**src/hdl/emaenv_pkg.sv**
```systemverilog
// ----------------------------------------------------------------------------
// EMA envelope tracker package
// Constants, register indexes and the configuration bundle shared by the
// filter and envelope tracker modules.
// ----------------------------------------------------------------------------
package emaenv_pkg;

  localparam int COEF_W     = 17;
  localparam int PERIOD_W   = 16;
  localparam int CFG_DATA_W = 17;
  localparam int CFG_ADDR_W = 3;

  // The shared multiplier consumes the coefficient one radix-64 digit per cycle.
  localparam int DIGIT_W     = 6;
  localparam int NUM_DIGITS  = (COEF_W + DIGIT_W - 1) / DIGIT_W;
  localparam int DIGIT_CNT_W = $clog2(NUM_DIGITS);

  // Distance of a derived starting envelope from the first sample, and the
  // lowest envelope value, both in whole sample units.
  localparam int ENV_MARGIN = 5;
  localparam int ENV_FLOOR  = 1;

  localparam logic [COEF_W-1:0]   ETA_RST       = 17'd6554;
  localparam logic [COEF_W-1:0]   ETA_SLOW_RST  = 17'd655;
  localparam logic [COEF_W-1:0]   ETA_QUICK_RST = 17'd32768;
  localparam logic [PERIOD_W-1:0] PERIOD_RST    = 16'd100;

  typedef enum logic [CFG_ADDR_W-1:0] {
    REG_ETA       = 3'd0,
    REG_ETA_SLOW  = 3'd1,
    REG_ETA_QUICK = 3'd2,
    REG_PERIOD    = 3'd3,
    REG_INIT_MIN  = 3'd4,
    REG_INIT_MAX  = 3'd5
  } reg_idx_t;

  typedef struct packed {
    logic [COEF_W-1:0]   eta;
    logic [COEF_W-1:0]   eta_slow;
    logic [COEF_W-1:0]   eta_quick;
    logic [PERIOD_W-1:0] period;
  } cfg_t;

endpackage

```
**src/hdl/emaenv_regs.sv**
```systemverilog
// ----------------------------------------------------------------------------
// EMA envelope tracker configuration registers
// Write-only register file holding the coefficients, the reading period and
// the starting envelope values.
// ----------------------------------------------------------------------------
module emaenv_regs import emaenv_pkg::*; #(
  parameter int INIT_W = 11
) (
  input  logic                  clk,
  input  logic                  rst,
  input  logic                  cfg_wr,
  input  logic [CFG_ADDR_W-1:0] cfg_addr,
  input  logic [CFG_DATA_W-1:0] cfg_data,
  output cfg_t                  cfg,
  output logic [INIT_W-1:0]     init_min,
  output logic [INIT_W-1:0]     init_max
);

  always_ff @(posedge clk) begin
    if (rst) begin
      cfg.eta       <= ETA_RST;
      cfg.eta_slow  <= ETA_SLOW_RST;
      cfg.eta_quick <= ETA_QUICK_RST;
      cfg.period    <= PERIOD_RST;
      init_min      <= '1;
      init_max      <= '1;
    end else if (cfg_wr) begin
      unique case (reg_idx_t'(cfg_addr))
        REG_ETA:       cfg.eta       <= cfg_data[COEF_W-1:0];
        REG_ETA_SLOW:  cfg.eta_slow  <= cfg_data[COEF_W-1:0];
        REG_ETA_QUICK: cfg.eta_quick <= cfg_data[COEF_W-1:0];
        REG_PERIOD:    cfg.period    <= cfg_data[PERIOD_W-1:0];
        REG_INIT_MIN:  init_min      <= cfg_data[INIT_W-1:0];
        REG_INIT_MAX:  init_max      <= cfg_data[INIT_W-1:0];
        default: ;
      endcase
    end
  end

endmodule

```
**src/hdl/emaenv_mac.sv**
```systemverilog
// ----------------------------------------------------------------------------
// EMA envelope tracker blend unit
// Shared iterative unit computing old + ((c * (target - old)) >>> FRAC_BITS)
// with the coefficient saturated to 1.0, one coefficient digit per cycle.
// ----------------------------------------------------------------------------
module emaenv_mac import emaenv_pkg::*; #(
  parameter int ENV_W     = 27,
  parameter int FRAC_BITS = 16
) (
  input  logic              clk,
  input  logic              rst,
  input  logic              start,
  input  logic [COEF_W-1:0] coef,
  input  logic [ENV_W-1:0]  old_val,
  input  logic [ENV_W-1:0]  target,
  output logic              done,
  output logic [ENV_W-1:0]  result
);

  localparam int D_W    = ENV_W + 1;
  localparam int CPAD_W = NUM_DIGITS * DIGIT_W;
  localparam int P_W    = D_W + CPAD_W + 1;
  localparam int PART_W = D_W + DIGIT_W + 1;
  localparam int CW     = (FRAC_BITS + 1 > COEF_W) ? FRAC_BITS + 1 : COEF_W;
  localparam logic [CW-1:0] ONE_C = CW'(1) << FRAC_BITS;

  typedef enum logic [1:0] {M_IDLE, M_RUN, M_FIN} mstate_t;

  mstate_t                 state;
  logic signed [D_W-1:0]   diff;
  logic [CPAD_W-1:0]       cdig;
  logic signed [P_W-1:0]   acc;
  logic [DIGIT_CNT_W-1:0]  cnt;
  logic [ENV_W-1:0]        base;

  logic [COEF_W-1:0]       coef_sat;
  logic signed [D_W-1:0]   diff_in;
  logic signed [PART_W-1:0] part;
  logic signed [P_W-1:0]   acc_next;
  logic signed [P_W-1:0]   sum;

  // Blending as old plus a scaled difference gives the same floor as the
  // weighted sum of target and old, since that sum is never negative.
  always_comb begin
    coef_sat = (CW'(coef) > ONE_C) ? ONE_C[COEF_W-1:0] : coef;
    diff_in  = $signed({1'b0, target}) - $signed({1'b0, old_val});
    part     = diff * $signed({1'b0, cdig[CPAD_W-1 -: DIGIT_W]});
    acc_next = (acc <<< DIGIT_W) + P_W'(part);
    sum      = P_W'($signed({1'b0, base})) + (acc >>> FRAC_BITS);
  end

  always_ff @(posedge clk) begin
    if (rst) begin
      state <= M_IDLE;
      done  <= 1'b0;
    end else begin
      done <= 1'b0;
      unique case (state)
        M_IDLE: begin
          if (start) begin
            diff  <= diff_in;
            cdig  <= CPAD_W'(coef_sat);
            acc   <= '0;
            cnt   <= DIGIT_CNT_W'(NUM_DIGITS - 1);
            base  <= old_val;
            state <= M_RUN;
          end
        end
        M_RUN: begin
          // Most significant digit first, so the partial sum shifts up each step.
          acc  <= acc_next;
          cdig <= cdig << DIGIT_W;
          cnt  <= cnt - 1'b1;
          if (cnt == '0) begin
            state <= M_FIN;
          end
        end
        M_FIN: begin
          result <= sum[ENV_W-1:0];
          done   <= 1'b1;
          state  <= M_IDLE;
        end
        default: state <= M_IDLE;
      endcase
    end
  end

endmodule

```
**src/hdl/ema_filter_with_envelope_tracker.sv**
```systemverilog
// ----------------------------------------------------------------------------
// EMA filter with envelope tracker
// Exponential moving average of a converter sample with a slow/quick
// min/max envelope, read once every cfg.period ticks.
// ----------------------------------------------------------------------------
// One input transaction is one tick carrying a sample. The first tick after
// reset primes the filter and the starting envelopes and gives no result;
// a tick that does not reach the reading period also gives no result. A
// reading tick holds off the input while the filter, the minimum envelope
// and the maximum envelope are blended one after another in a single shared
// multiply unit (load, three radix-64 coefficient digits, finish and handoff
// per blend), and the result transaction is then offered on the output side,
// whose register lets a later tick be taken while the result still waits.
// Coefficients are Q1.FRAC_BITS and envelopes are unsigned fixed point with
// FRAC_BITS fraction bits; coefficients above 1.0 act as 1.0.
module ema_filter_with_envelope_tracker import emaenv_pkg::*; #(
  parameter int SAMPLE_BITS = 10,
  parameter int FRAC_BITS   = 16,
  localparam int ENV_W      = SAMPLE_BITS + 1 + FRAC_BITS
) (
  input  logic                   clk,
  input  logic                   rst,
  input  logic                   cfg_wr,
  input  logic [CFG_ADDR_W-1:0]  cfg_addr,
  input  logic [CFG_DATA_W-1:0]  cfg_data,
  input  logic                   in_valid,
  output logic                   in_ready,
  input  logic [SAMPLE_BITS-1:0] sample,
  output logic                   out_valid,
  input  logic                   out_ready,
  output logic [SAMPLE_BITS-1:0] filtered,
  output logic [ENV_W-1:0]       env_min,
  output logic [ENV_W-1:0]       env_max
);

  localparam int INIT_W = SAMPLE_BITS + 1;
  localparam int IW     = SAMPLE_BITS + 2;
  localparam logic [ENV_W-1:0]     ONE_ENV  = ENV_W'(1) << FRAC_BITS;
  localparam logic signed [IW-1:0] MARGIN_S = IW'(ENV_MARGIN);
  localparam logic signed [IW-1:0] FLOOR_S  = IW'(ENV_FLOOR);

  typedef enum logic [2:0] {S_IDLE, S_FILT, S_MIN, S_MAX, S_OUT} state_t;

  cfg_t                   cfg;
  logic [INIT_W-1:0]      init_min;
  logic [INIT_W-1:0]      init_max;

  state_t                 state;
  logic                   primed;
  logic [PERIOD_W-1:0]    ticks;
  logic [SAMPLE_BITS-1:0] filt_val;
  logic [ENV_W-1:0]       min_env;
  logic [ENV_W-1:0]       max_env;
  logic                   out_valid_r;

  logic                   mac_start;
  logic [COEF_W-1:0]      mac_coef;
  logic [ENV_W-1:0]       mac_old;
  logic [ENV_W-1:0]       mac_target;
  logic                   mac_done;
  logic [ENV_W-1:0]       mac_result;

  logic [PERIOD_W-1:0]    ticks_next;
  logic                   reading;
  logic signed [IW-1:0]   lo;
  logic signed [IW-1:0]   hi;
  logic signed [IW-1:0]   lo_c;
  logic signed [IW-1:0]   hi_f;
  logic signed [IW-1:0]   hi_c;
  logic [ENV_W-1:0]       start_min;
  logic [ENV_W-1:0]       start_max;
  logic [SAMPLE_BITS-1:0] new_filt;
  logic [ENV_W-1:0]       v_new;
  logic [ENV_W-1:0]       v_reg;
  logic [ENV_W-1:0]       env_floor;

  emaenv_regs #(
    .INIT_W (INIT_W)
  ) u_regs (
    .clk      (clk),
    .rst      (rst),
    .cfg_wr   (cfg_wr),
    .cfg_addr (cfg_addr),
    .cfg_data (cfg_data),
    .cfg      (cfg),
    .init_min (init_min),
    .init_max (init_max)
  );

  emaenv_mac #(
    .ENV_W     (ENV_W),
    .FRAC_BITS (FRAC_BITS)
  ) u_mac (
    .clk     (clk),
    .rst     (rst),
    .start   (mac_start),
    .coef    (mac_coef),
    .old_val (mac_old),
    .target  (mac_target),
    .done    (mac_done),
    .result  (mac_result)
  );

  assign in_ready  = (state == S_IDLE) && !rst;
  assign out_valid = out_valid_r && !rst;

  always_comb begin
    ticks_next = (ticks != '1) ? ticks + 1'b1 : ticks;
    reading    = (ticks_next >= cfg.period);

    // Starting envelopes are whole numbers; a negative register derives
    // them from the first sample.
    lo = init_min[INIT_W-1] ? $signed({2'b00, sample}) - MARGIN_S
                            : $signed({1'b0, init_min});
    hi = init_max[INIT_W-1] ? $signed({2'b00, sample}) + MARGIN_S
                            : $signed({1'b0, init_max});
    lo_c = (lo < FLOOR_S) ? FLOOR_S : lo;
    hi_f = (hi < FLOOR_S) ? FLOOR_S : hi;
    hi_c = (hi_f < lo_c) ? lo_c + MARGIN_S : hi_f;
    start_min = {lo_c[IW-2:0], {FRAC_BITS{1'b0}}};
    start_max = {hi_c[IW-2:0], {FRAC_BITS{1'b0}}};

    new_filt  = mac_result[SAMPLE_BITS-1:0];
    v_new     = {1'b0, new_filt, {FRAC_BITS{1'b0}}};
    v_reg     = {1'b0, filt_val, {FRAC_BITS{1'b0}}};
    env_floor = (mac_result < ONE_ENV) ? ONE_ENV : mac_result;
  end

  always_ff @(posedge clk) begin
    if (rst) begin
      state       <= S_IDLE;
      primed      <= 1'b0;
      ticks       <= '0;
      filt_val    <= '0;
      min_env     <= '0;
      max_env     <= '0;
      mac_start   <= 1'b0;
      out_valid_r <= 1'b0;
    end else begin
      mac_start <= 1'b0;
      // In S_OUT a new result may replace the one leaving in this cycle.
      if (out_valid_r && out_ready && (state != S_OUT)) begin
        out_valid_r <= 1'b0;
      end
      unique case (state)
        S_IDLE: begin
          if (in_valid) begin
            if (!primed) begin
              primed   <= 1'b1;
              ticks    <= '0;
              filt_val <= sample;
              min_env  <= start_min;
              max_env  <= start_max;
            end else if (reading) begin
              ticks      <= '0;
              mac_start  <= 1'b1;
              mac_coef   <= cfg.eta;
              mac_old    <= ENV_W'(filt_val);
              mac_target <= ENV_W'(sample);
              state      <= S_FILT;
            end else begin
              ticks <= ticks_next;
            end
          end
        end
        S_FILT: begin
          if (mac_done) begin
            filt_val   <= new_filt;
            mac_start  <= 1'b1;
            mac_coef   <= (v_new >= min_env) ? cfg.eta_slow : cfg.eta_quick;
            mac_old    <= min_env;
            mac_target <= v_new;
            state      <= S_MIN;
          end
        end
        S_MIN: begin
          if (mac_done) begin
            min_env    <= env_floor;
            mac_start  <= 1'b1;
            mac_coef   <= (v_reg <= max_env) ? cfg.eta_slow : cfg.eta_quick;
            mac_old    <= max_env;
            mac_target <= v_reg;
            state      <= S_MAX;
          end
        end
        S_MAX: begin
          if (mac_done) begin
            max_env <= env_floor;
            state   <= S_OUT;
          end
        end
        S_OUT: begin
          if (!out_valid_r || out_ready) begin
            out_valid_r <= 1'b1;
            filtered    <= filt_val;
            env_min     <= min_env;
            env_max     <= max_env;
            state       <= S_IDLE;
          end
        end
        default: state <= S_IDLE;
      endcase
    end
  end

endmodule

```
**config.mk**
```make
export PLATFORM = sky130hd
export DESIGN_NAME = ema_filter_with_envelope_tracker
export DESIGN_NICKNAME = d
export VERILOG_FILES = /design/src/hdl/emaenv_pkg.sv /design/src/hdl/emaenv_regs.sv /design/src/hdl/emaenv_mac.sv /design/src/hdl/ema_filter_with_envelope_tracker.sv
export SDC_FILE = /design/constraint.sdc
export NUM_CORES = 1
export LEC_CHECK = 0
export BUFFER_PORTS_ARGS = -buffer_cell sky130_fd_sc_hd__buf_4
export CAP_MARGIN = 10
export CORE_MARGIN = 5
export CORE_UTILIZATION = 57
export DETAILED_ROUTE_END_ITERATION = 12
export PLACE_DENSITY = 0.77
export SYNTH_ARGS = -nofsm -noshare
export SYNTH_HDL_FRONTEND = slang
export SYNTH_SLANG_ARGS = --single-unit
```
**constraint.sdc**
```tcl
create_clock -name clk -period 10.5 [get_ports clk]
set_input_delay 2.1 -clock clk [delete_from_list [all_inputs] [get_ports clk]]
set_output_delay 2.1 -clock clk [all_outputs]
set_load 0.005 [all_outputs]
```
# After elaboration in Yosys (flattened, before gate mapping)
# Index checks and enable logic that the tools add are counted.
# classes
addsub	8
eq_ne	23
reduce_logical	34
bitwise_logic	1
muxes	67
multipliers	1
order_cmp	8
# ops
cell	count
$mux W27	16
$pmux W27 S3	2
$mux W17	8
$pmux W27 S2	2
$pmux W43 S2	1
$pmux W17 S3	1
$mux W16	3
$add A43 B35 Y43	1
$mux W43	1
$pmux W18 S2	1
$mul A28 B7 Y35	1
$mux W11	3
$mux W10	3
$sub A27 B27 Y28	1
$add A27 B27 Y27	1
$ge A26 B27 Y1	1
$le A26 B27 Y1	1
$lt A27 B17 Y1 const B	1
$mux W12	2
$mux W3	7
$pmux W10 S2	1
$mux W18	1
$reduce_and A2 Y1	9
$gt A17 B17 Y1 const B	1
other kinds (35)	73
# word_totals
ff_bits	458
out_inout_bits	66

# Logic depth before layout (Yosys ltp)
# Gate-level depths: netlist of the first run.
# depth
word_depth	9
mapped_depth	24

# Hierarchy
# Synthesis of the first run repeated with hierarchy kept, for this count alone.
# unflattened
hier_cells	3008
area_unflattened_um2	29992.5
# modules_own_cells
module	area_each_um2	n_inst	seq_area_each_um2	cells_per_inst
emaenv_mac	15543.7	1	4414.2	1585
ema_filter_with_envelope_tracker	10974.3	1	5565.3	1094
emaenv_regs	3474.6	1	1781.7	329

# Least setup slack after synthesis of the first run
# OpenSTA, ideal clock, no wires.
# synth_path
path_type	register -> register
start	reg ticks[4]
end	reg mac_coef[0] (enable)
stages_incl_launch_ff	16
setup_slack_ps	585
n_path_buf	1
arrival_ps	9271
synth_period_minus_slack_ps	9915
path_cell_list	dfxtp_1 > clkbuf_1 > nand4_1 > nor4b_1 > nand4_1 > nand4_1 > nor4_1 > xor2_1 > ha_1 > nand4_1 > a211oi_1 > nand2_1 > o21a_1 > o211ai_1 > o21ai_0 > nor4_1
# synth_between
elab_chain_cells	5
word_cells_on_any_way	6
classes_between	1 x add/sub; 1 x order compare; 2 x eq/ne; 1 x mux; 1 x reduce/logical
# synth_lines
element	line	source
start, declared	ema_filter_with_envelope_tracker.sv:50	logic [PERIOD_W-1:0] ticks;
start signal, assigned	ema_filter_with_envelope_tracker.sv:162	ticks <= ticks_next;
$add A16 B1 Y16 or $ne A16 B16 Y1 (tied branches)	ema_filter_with_envelope_tracker.sv:108	ticks_next = (ticks != '1) ? ticks + 1'b1 : ticks;
$mux W16 *	ema_filter_with_envelope_tracker.sv:108	
$ge A16 B16 Y1 *	ema_filter_with_envelope_tracker.sv:109	reading = (ticks_next >= cfg.period);
$ne A2 B2 Y1 (no source line) *	n/a	
$reduce_and A7 Y1 (no source line) *	n/a	
end signal, assigned	ema_filter_with_envelope_tracker.sv:157	mac_coef <= cfg.eta;
end signal, assigned	ema_filter_with_envelope_tracker.sv:170	mac_coef <= (v_new >= min_env) ? cfg.eta_slow : cfg.eta_quick;
end signal, assigned	ema_filter_with_envelope_tracker.sv:180	mac_coef <= (v_reg <= max_env) ? cfg.eta_slow : cfg.eta_quick;
end, declared	ema_filter_with_envelope_tracker.sv:57	logic [COEF_W-1:0] mac_coef;
# Every way passes the cells marked *; elsewhere a longest branch is shown, timed or not.
# A chain may end at the register's enable or synchronous reset.

# Worst setup path in the final report of the first run
# layout_path
start	reg u_mac.cdig[14]
end	reg u_mac.acc[41], data pin
# layout_between
elab_chain_cells	3
# layout_lines
element	line	source
start, declared	emaenv_mac.sv:31	logic [CPAD_W-1:0] cdig;
start signal, assigned	emaenv_mac.sv:62	cdig <= CPAD_W'(coef_sat);
start signal, assigned	emaenv_mac.sv:72	cdig <= cdig << DIGIT_W;
$mul A28 B7 Y35	emaenv_mac.sv:47	part = diff * $signed({1'b0, cdig[CPAD_W-1 -: DIGIT_W]});
$add A43 B35 Y43	emaenv_mac.sv:48	acc_next = (acc <<< DIGIT_W) + P_W'(part);
$pmux W43 S2	emaenv_mac.sv:58	unique case (state)
end signal, assigned	emaenv_mac.sv:71	acc <= acc_next;
end, declared	emaenv_mac.sv:32	logic signed [P_W-1:0] acc;
# No other way between the ends.

==> impl_metrics.json, run 1 <==
{
  "status": "complete, no violations",
  "rsz_0062_raised_after_global_routing": "no",
  "floorplan.rows": 82,
  "clock_latency_ps": 600,
  "routed_via_density": 5.92,
  "proportion_of_register_bits_with_asynchronous_set_or_reset_after_synthesis_pct": 0,
  "synth-warning-count": 0,
  "post_cts_buffers": 0,
  "share_of_the_yosys_chip_area_belonging_to_registers_pct": 41.1,
  "irDropWorstVdd_mv": 0.124,
  "multi_input_comb_area_um2": 15200,
  "finalWeightedCongestion": 0.968,
  "drt_pass1_iterations": 7,
  "whs_path_depth": 0,
  "die_height_um": 234,
  "grt_antenna_before_repair": 3,
  "grtUsageTotal_pct": 28.0,
  "ys_flop_type": "edfxtp_1",
  "critPathKind": "reg2reg",
  "chipWidth_um": 234,
  "die-area_um2": 54800,
  "ios": 101,
  "mappedNetlistNets": 3325,
  "syn-instance-count": 2941,
  "detail-route-antenna-nets": 0,
  "max_cap_viol_count": 0,
  "detail_route.wl_per_cell_um": 20.7,
  "layout.area.seq_um2": 11800,
  "initial_core_util_pct": 57.3,
  "timing.max_slew.rel_slack_pct": 14.5,
  "cell_taking_the_most_area_after_synthesis": "edfxtp_1",
  "cts_max_path_buffers": 3,
  "synth.top_cells.by_area": "edfxtp_1 (29%), dfxtp_1 (12%), fa_1 (12%)",
  "via_count_of_the_first_global_routing_pass": 21700,
  "worstPathArrival_ps": 7130,
  "vias": 22000,
  "design.core.area_um2": 50000,
  "hold_path_class": "reg2reg",
  "critical_path.startpoint_type": "register",
  "final_design_area_no_fill_um2": 31700,
  "final_layout_size_suffix_gt1_share_pct": 8.09,
  "syn_avg_cell_area_um2": 9.74,
  "hold_fails_final_rpt": 0,
  "cts.repair.resized": 0,
  "finalSetupViolations": 0,
  "tritoncts": "built",
  "synth_cell_type_count": 79,
  "grt_first_pass_wirelength_um": 121000,
  "largest_net_degree_at_the_start_of_global_routing": 108,
  "min_period_ps": 6800,
  "postSynthRegisterBits": 451,
  "drc": 0,
  "area.growth.synth_to_final_pct": 10.7,
  "fraction_of_synthesized_cell_area_taken_by_the_top_area_cell_type_pct": 28.6,
  "wirelength_um": 76800,
  "critical_path_endpoint_category": "register",
  "worstMarginPinSlew_ps": 1280,
  "numClockSinks": 451,
  "final.period_utilization_pct": 64.7,
  "post_cts_hold_buffer_count": 0,
  "nFillCells": 4025,
  "cts_made_buffers": 49,
  "cts_root_buffer": "clkbuf_16",
  "syn-cell-area_um2": 28600,
  "holdWs_ps": 430,
  "slew_violations": 0,
  "p_leak_nw": 13.6,
  "finalSetupTns_ps": 0,
  "max_freq_mhz": 147,
  "clk_pin_slew_worst_paths_ps": 60,
  "synth_enable_flop_cells": 273,
  "drt-initial-drc-count": 2314,
  "htreeDepth": 2,
  "worstPathMaxFanout": 28,
  "globalRouteOverflowTotal": 0,
  "final_nets": 3383,
  "power_density_nw_per_um2": 124,
  "reg2reg_depth": 18,
  "final.setup_skew_ps": 18.4,
  "dpl-instance-area_um2": 30000,
  "req_time_crit_path_ps": 10830,
  "dp.final_hpwl_um": 57200,
  "numPortBuffers": 100
}
## cell type report
cell class	instances	area share, %
Multi-Input combinational cell	2030	47.9
Sequential cell	451	37.1
Clock buffer	55	4.13
Inverter	345	4.08
Timing Repair Buffer	122	2.90
Tap cell	672	2.65
Clock inverter	36	1.25
Antenna cell	2	0.0158
## critical path, stage by stage, from the launching register on
cell and delay [ps]:
edfxtp_1 1200, nand2_1 210, fa_1 580, inv_1 50
fa_1 490, fa_1 570, inv_1 60, fa_1 540
inv_1 50, ha_1 350, a21oi_1 170, o21ai_0 110
a211oi_1 490, a211o_1 230, a21oi_1 100, o41ai_1 810
o21ai_0 270, xnor2_1 190, nor2_1 50
## flip-flops by register name, summed over array words and instances (netlist names), 2 cells and up
signal,count
env_max,27
env_min,27
filt_val,10
filtered,10
mac_coef,17
mac_old,27
mac_target,20
max_env,27
min_env,27
state,3
ticks,16
u_mac.acc,43
u_mac.base,27
u_mac.cdig,18
u_mac.cnt,2
u_mac.diff,28
u_mac.result,27
u_mac.state,2
u_regs.cfg,67
u_regs.init_max,11
u_regs.init_min,11
## final timing paths
path / startpoint / to / slack, ps
worst max-delay path: u_mac.cdig[14] / u_mac.acc[41] / 3700
worst min-delay path: max_env[25] / env_max[25] / 430
worst max register to register: u_mac.cdig[14] / u_mac.acc[41] / 3700
worst min register to register: max_env[25] / env_max[25] / 430
## cell families after synthesis
family | synth area share, %
flip-flops | 41.1
adder cells (fa/ha/maj) | 19.7
buffers and inverters | 6.11
AO/OA/AOI/OAI | 12.2
multiplexers | 0.493
XOR/XNOR | 3.49
AND/OR/NAND/NOR | 17.0
## cells in the final DEF (no fill, tap or decap), types with 59 or more instances in the layout
master,n
a22oi_1,65
and2_1,116
buf_4,121
xnor2_1,74
edfxtp_1,273
inv_1,345
a21o_1,59
fa_1,169
ha_1,180
dfxtp_1,178
nand2_1,453
nor2_1,179
o21ai_0,61
a21oi_1,164
## Yosys cell counts, types with 40 or more instances
cell / instances
a22oi_1: 65
ha_1: 180
and2_1: 116
inv_1: 345
dfxtp_1: 178
nor3_1: 48
o21ai_0: 61
nand2_1: 453
clkbuf_1: 100
a21oi_1: 165
xor2_1: 40
a21o_1: 59
nor2_1: 180
nand3b_1: 45
fa_1: 169
edfxtp_1: 273
xnor2_1: 74
## through the flow
stage	total power [mW]	utilization, %	setup slack, ps	std cells
6_report	3.94	63.5	3700	3713
5_1_grt	4.06	63.5	3490	3713
4_1_cts	3.96	63.5	3800	3711
3_5_place_dp	2.16	60.0	3480	3620
3_3_place_gp	2.16	60.0	3580	3619
2_1_floorplan	2.08	-	585	2941
## layer usage
metal	global-route usage [%]	vias up	routed length (um)
met5	0	-	0
met4	10.1	0	2780
met3	3.77	184	5990
met2	45.8	955	36500
met1	38.7	10700	31500
li1	-	10200	-
## power breakdown
group | internal (mW) | leakage [nW] | switching (mW) | total, mW
logic | 0.0817 | 8.78 | 0.144 | 0.226
registers | 1.88 | 3.98 | 0.0214 | 1.90
clock network | 1.06 | 0.821 | 0.760 | 1.82
(Power assumes the default switching activity.)
==> run 2, diff against run 1 <==
Settings changed: CORE_UTILIZATION 57 to 60, PLACE_DENSITY 0.77 to 0.78.
Clock period 10.5 ns to 6.3 ns, I/O delays scaled along.
==> run 2 against run 1 <==
Compared with the run above:
- first-iteration DRC count is 0.65% lower
- critical path depth is 2 higher
- maximum frequency grew 16%
- design area decreased by 0.28%
- clock skew is 13 ps higher
- sequential power rose by 67%
- die area decreased by 4.8%
- critical endpoint is now u_mac.acc[42]
- worst setup slack got worse by 3300 ps
- register-to-register slack got worse by 3300 ps
==> impl_metrics.json, run 2 (synthesis results as in run 1) <==
{
  "final_nets": 3399,
  "via_count_of_the_first_global_routing_pass": 22000,
  "routed_via_density": 5.96,
  "die-area_um2": 52200,
  "htreeDepth": 2,
  "die_height_um": 229,
  "hold_path_class": "reg2reg",
  "clock_latency_ps": 610,
  "wirelength_um": 75100,
  "critical_path_endpoint_category": "register",
  "grtUsageTotal_pct": 28.5,
  "cts_made_buffers": 48,
  "dp.final_hpwl_um": 56500,
  "max_cap_viol_count": 0,
  "critical_path.startpoint_type": "register",
  "slew_violations": 0,
  "max_freq_mhz": 171,
  "chipWidth_um": 229,
  "worstPathArrival_ps": 6200,
  "post_layout_cell_count": 3669,
  "worstMarginPinSlew_ps": 1020,
  "detail_route.wl_per_cell_um": 20.5,
  "worstHoldStart": "max_env[20]",
  "final.setup_skew_ps": 31.1,
  "vias": 21900,
  "timing.max_slew.rel_slack_pct": 31.7,
  "clk_pin_slew_worst_paths_ps": 60,
  "setup_slack_ps": 442,
  "irDropWorstVdd_mv": 0.200,
  "post_cts_hold_buffer_count": 0,
  "layout.area.seq_um2": 11800,
  "rsz_0062_raised_after_global_routing": "no",
  "largest_net_degree_at_the_start_of_global_routing": 80,
  "place_ws_ps": 269,
  "drt-initial-drc-count": 2299,
  "post_cts_buffers": 0,
  "worst_setup_startpoint": "u_mac.cdig[14]",
  "hold_fails_final_rpt": 0,
  "worstPathMaxFanout": 19,
  "multi_input_comb_area_um2": 15200,
  "globalRouteOverflowTotal": 0,
  "placed_cells_incl_taps": 3580,
  "power_frac_comb_pct": 5.9,
  "crit-reg2reg-launch": "u_mac.cdig[14]",
  "nFillCells": 3740,
  "drt_pass1_iterations": 5,
  "power.sequential.fraction_pct": 50.3,
  "final_core_utilization_pct": 66.6,
  "n_antenna_cell": 0,
  "floorplan.rows": 80,
  "cts_root_buffer": "clkbuf_16",
  "tritoncts": "built",
  "power_report.internal_total_mw": 4.83,
  "final.period_utilization_pct": 93.0,
  "finalSetupViolations": 0,
  "min_period_ps": 5860,
  "req_time_crit_path_ps": 6640,
  "largest_register_ffs": 67,
  "numPortBuffers": 100,
  "power_density_nw_per_um2": 199,
  "initial_core_util_pct": 60.4,
  "grt_antenna_before_repair": 0,
  "commonest_non_fill_non_tap_cell_in_the_layout": "nand2_1",
  "area.growth.synth_to_final_pct": 10.4,
  "numClockSinks": 451,
  "status": "complete, no violations",
  "grt_first_pass_wirelength_um": 120000,
  "design.core.area_um2": 47400,
  "detail-route-antenna-nets": 0,
  "registers.top_by_ff_count": "u_regs.cfg",
  "finalWeightedCongestion": 0.947,
  "p_leak_nw": 13.6,
  "power.switching_fraction_pct": 23.4,
  "largest_registers": "u_regs.cfg: 67 flops, u_mac.acc: 43 flops, u_mac.diff: 28 flops",
  "cts_max_path_buffers": 3,
  "cts.repair.resized": 0,
  "ios": 101,
  "layout.cells.most_common_list": "nand2_1 (453), inv_1 (345), edfxtp_1 (273)",
  "critPathKind": "reg2reg",
  "drc": 0,
  "netSwitchingPower_mw": 1.48,
  "finalSetupTns_ps": 0,
  "final_layout_size_suffix_gt1_share_pct": 8.19,
  "p_clk_share_pct": 43.8,
  "holdWs_ps": 426
}
==> run 2: worst paths after layout <==
path	end	slack [ps]	depth (start not counted)
worst min register to register	env_max[20]	430	0
worst max register to register	u_mac.acc[42]	440	20
worst min-delay path	env_max[20]	430	0
worst max-delay path	u_mac.acc[42]	440	20
==> run 2: power by group through the flow <==
stage / clock network [mW] / registers, mW / logic [mW]
2_1_floorplan: 0 / 3.22 / 0.254
3_3_place_gp: 0 / 3.23 / 0.357
3_5_place_dp: 0 / 3.23 / 0.364
4_1_cts: 2.80 / 3.17 / 0.367
5_1_grt: 2.94 / 3.17 / 0.411
6_report: 2.76 / 3.17 / 0.374
==> run 2: per-stage QoR <==
stage / total power [mW] / area [um^2]
CTS: 6.34 / 31600
floorplan: 3.47 / 28700
global placement: 3.59 / 30100
detailed placement: 3.60 / 30100
global route: 6.53 / 31600
finish: 6.31 / 31600
==> run 2: layout make-up <==
type | count | share of cell area (%)
Timing Repair Buffer | 139 | 3.34
Tap cell | 615 | 2.43
Clock buffer | 62 | 4.00
Sequential cell | 451 | 37.2
Multi-Input combinational cell | 2030 | 48.1
Clock inverter | 27 | 0.835
Inverter | 345 | 4.10
==> run 2: per-layer routing <==
layer	up-vias	wire length (um)	track usage, %
li1	10200	-	-
met5	-	0	0
met1	10700	30400	38.7
met2	904	36200	47.5
met3	149	6170	4.63
met4	0	2390	9.11
==> run 2: worst max-delay path, cell delays in order (launching register included) <==
cell and delay, ps:
edfxtp_1 540, buf_4 360, nand2_1 120, fa_1 530, inv_1 60, fa_1 480
fa_1 550, inv_1 60, fa_1 530, inv_1 40, ha_1 330, a21oi_1 190
o21ai_0 110, a31oi_1 170, o31ai_1 160, a31o_2 310, a21oi_1 150, buf_4 180
nor2_1 70, or4_1 460, and3_1 190
==> run 3, diff against run 2 <==
Settings changed: ABC_CLOCK_PERIOD_IN_PS set to 6500, CORE_UTILIZATION 60 to 63, PLACE_DENSITY 0.78 to 0.81.
Clock period 6.3 ns to 6.5 ns, I/O delays scaled along.
==> run 3 against run 2 <==
Compared with the run above:
- worst hold slack better by 7.0 ps
- core utilization up 3.5 points
- worst setup slack better by 90 ps
- combinational power down 3%
- largest power group unchanged
- sequential share of layout area down 0.097 points
- maximum frequency down 1.8%
- largest cell class unchanged
- clock power up 7%
- critical endpoint is now u_mac.acc[41]
- first-iteration DRC count up 16%
==> impl_metrics.json, run 3 (synthesis results as in run 1) <==
{
  "status": "complete, no violations",
  "numPortBuffers": 100,
  "placed_cells_incl_taps": 3557,
  "wirelength_um": 77900,
  "ios": 101,
  "layout.cells.most_common_list": "nand2_1 (453), inv_1 (345), edfxtp_1 (273)",
  "setup.reg_to_reg.worst_slack_ps": 530,
  "tritoncts": "built",
  "post_layout_cell_count": 3650,
  "grt_antenna_before_repair": 0,
  "n_antenna_cell": 0,
  "initial_core_util_pct": 63.4,
  "worstMarginPinSlew_ps": 1000,
  "clock_latency_ps": 600,
  "post_cts_hold_buffer_count": 0,
  "detail-route-antenna-nets": 0,
  "worstPathMaxFanout": 17,
  "min_period_ps": 5970,
  "rsz_0062_raised_after_global_routing": "no",
  "max_freq_mhz": 168,
  "crit_slowest_cell": "edfxtp_1",
  "worst_path_max_stage_delay_ps": 560,
  "crit_buf_inv": 5,
  "drt_pass1_iterations": 6,
  "finalSetupViolations": 0,
  "final.setup_skew_ps": 22.5,
  "grt_first_pass_wirelength_um": 124000,
  "final_core_utilization_pct": 70.2,
  "floorplan.rows": 78,
  "finalSetupTns_ps": 0,
  "timing.max_slew.rel_slack_pct": 32.9,
  "detail_route.wl_per_cell_um": 21.4,
  "setup_slack_ps": 532,
  "chipWidth_um": 223,
  "dp.final_hpwl_um": 58200,
  "routed_via_density": 6.15,
  "worstHoldStart": "max_env[24]",
  "cp_top_family": "adder cells",
  "final.period_utilization_pct": 91.8,
  "area.growth.synth_to_final_pct": 10.7,
  "globalRouteOverflowTotal": 0,
  "largest_net_degree_at_the_start_of_global_routing": 77,
  "drt-initial-drc-count": 2662,
  "via_count_of_the_first_global_routing_pass": 22700,
  "cell_by_cell_listing_of_the_critical_path": "buf_4, nand2_1, fa_1, inv_1, fa_1, fa_1, inv_1, fa_1, inv_1, ha_1, a21oi_1, o211ai_1, o311a_1, nor3_1, a21oi_1, o41ai_1, buf_4, o21ai_0, xnor2_1, nor2_1",
  "rr_endpoint": "u_mac.acc[41]",
  "die-area_um2": 49800,
  "whs_path_depth": 0,
  "vias": 22400,
  "max_cap_viol_count": 0,
  "critical_path_endpoint_category": "register",
  "final_nets": 3394,
  "place_ws_ps": 446,
  "registers.top_by_ff_count": "u_regs.cfg",
  "power_density_nw_per_um2": 201,
  "commonest_non_fill_non_tap_cell_in_the_layout": "nand2_1",
  "req_time_crit_path_ps": 6810,
  "largest_register_ffs": 67,
  "reg2reg_depth": 20,
  "endpoint_of_the_worst_hold_path": "env_max[24]",
  "post_cts_buffers": 0,
  "finalWeightedCongestion": 0.934,
  "die_height_um": 223,
  "htreeDepth": 2,
  "final_layout_size_suffix_gt1_share_pct": 7.97,
  "cts_root_buffer": "clkbuf_16",
  "cts_max_path_buffers": 3,
  "p_leak_nw": 13.6,
  "slew_violations": 0,
  "numClockSinks": 451,
  "hold_path_class": "reg2reg",
  "path_common_cell": "fa_1",
  "grtUsageTotal_pct": 31.1,
  "clk_pin_slew_worst_paths_ps": 60,
  "irDropWorstVdd_mv": 0.222,
  "drc": 0,
  "cts_made_buffers": 49,
  "cts.repair.resized": 0,
  "largest_registers": "u_regs.cfg: 67 flops, u_mac.acc: 43 flops, u_mac.diff: 28 flops",
  "critPathKind": "reg2reg",
  "crit-reg2reg-launch": "u_mac.cdig[13]",
  "hold_fails_final_rpt": 0,
  "design.core.area_um2": 45200,
  "worstPathArrival_ps": 6280,
  "critical_path.startpoint_type": "register"
}
run 3: worst max-delay path by stage:
stage | from | endpoint | slack, ps | depth (start not counted)
after floorplan | rst | u_mac.acc[0] | 60 | 2
after global placement | sample[0] | max_env[25] | 570 | 19
after detailed placement | sample[0] | max_env[25] | 450 | 19
after CTS | u_mac.cdig[13] | u_mac.acc[41] | 560 | 20
after global routing | u_mac.cdig[14] | u_mac.acc[42] | 240 | 19
final | u_mac.cdig[13] | u_mac.acc[41] | 530 | 20
run 3: metrics by stage:
step	hold WS, ps	area [um^2]	power (mW)
after floorplan	408	28700	3.36
after global placement	416	30000	3.47
after detailed placement	417	30000	3.49
after CTS	429	31700	6.40
after global routing	440	31700	6.57
final	433	31700	6.38
run 3: final cells by class:
cell class / instances / area [um^2]
Multi-Input combinational cell: 2030 / 15200
Fill cell: 3309 / 13500
Sequential cell: 451 / 11800
Clock buffer: 67 / 1390
Inverter: 345 / 1290
Timing Repair Buffer: 133 / 1010
Tap cell: 600 / 751
Clock inverter: 24 / 297
run 3: layer usage:
layer | routed length [um] | up-vias | GRT usage, %
li1 | - | 10200 | -
met1 | 30600 | 10800 | 42.2
met2 | 36700 | 1179 | 50.7
met3 | 7110 | 244 | 4.95
met4 | 3500 | 0 | 12.3
met5 | 0 | - | 0
run 3: power breakdown:
group	switching (mW)	total, mW	internal (mW)
clock network	1.20	2.95	1.74
registers	0.0346	3.07	3.04
logic	0.230	0.364	0.134
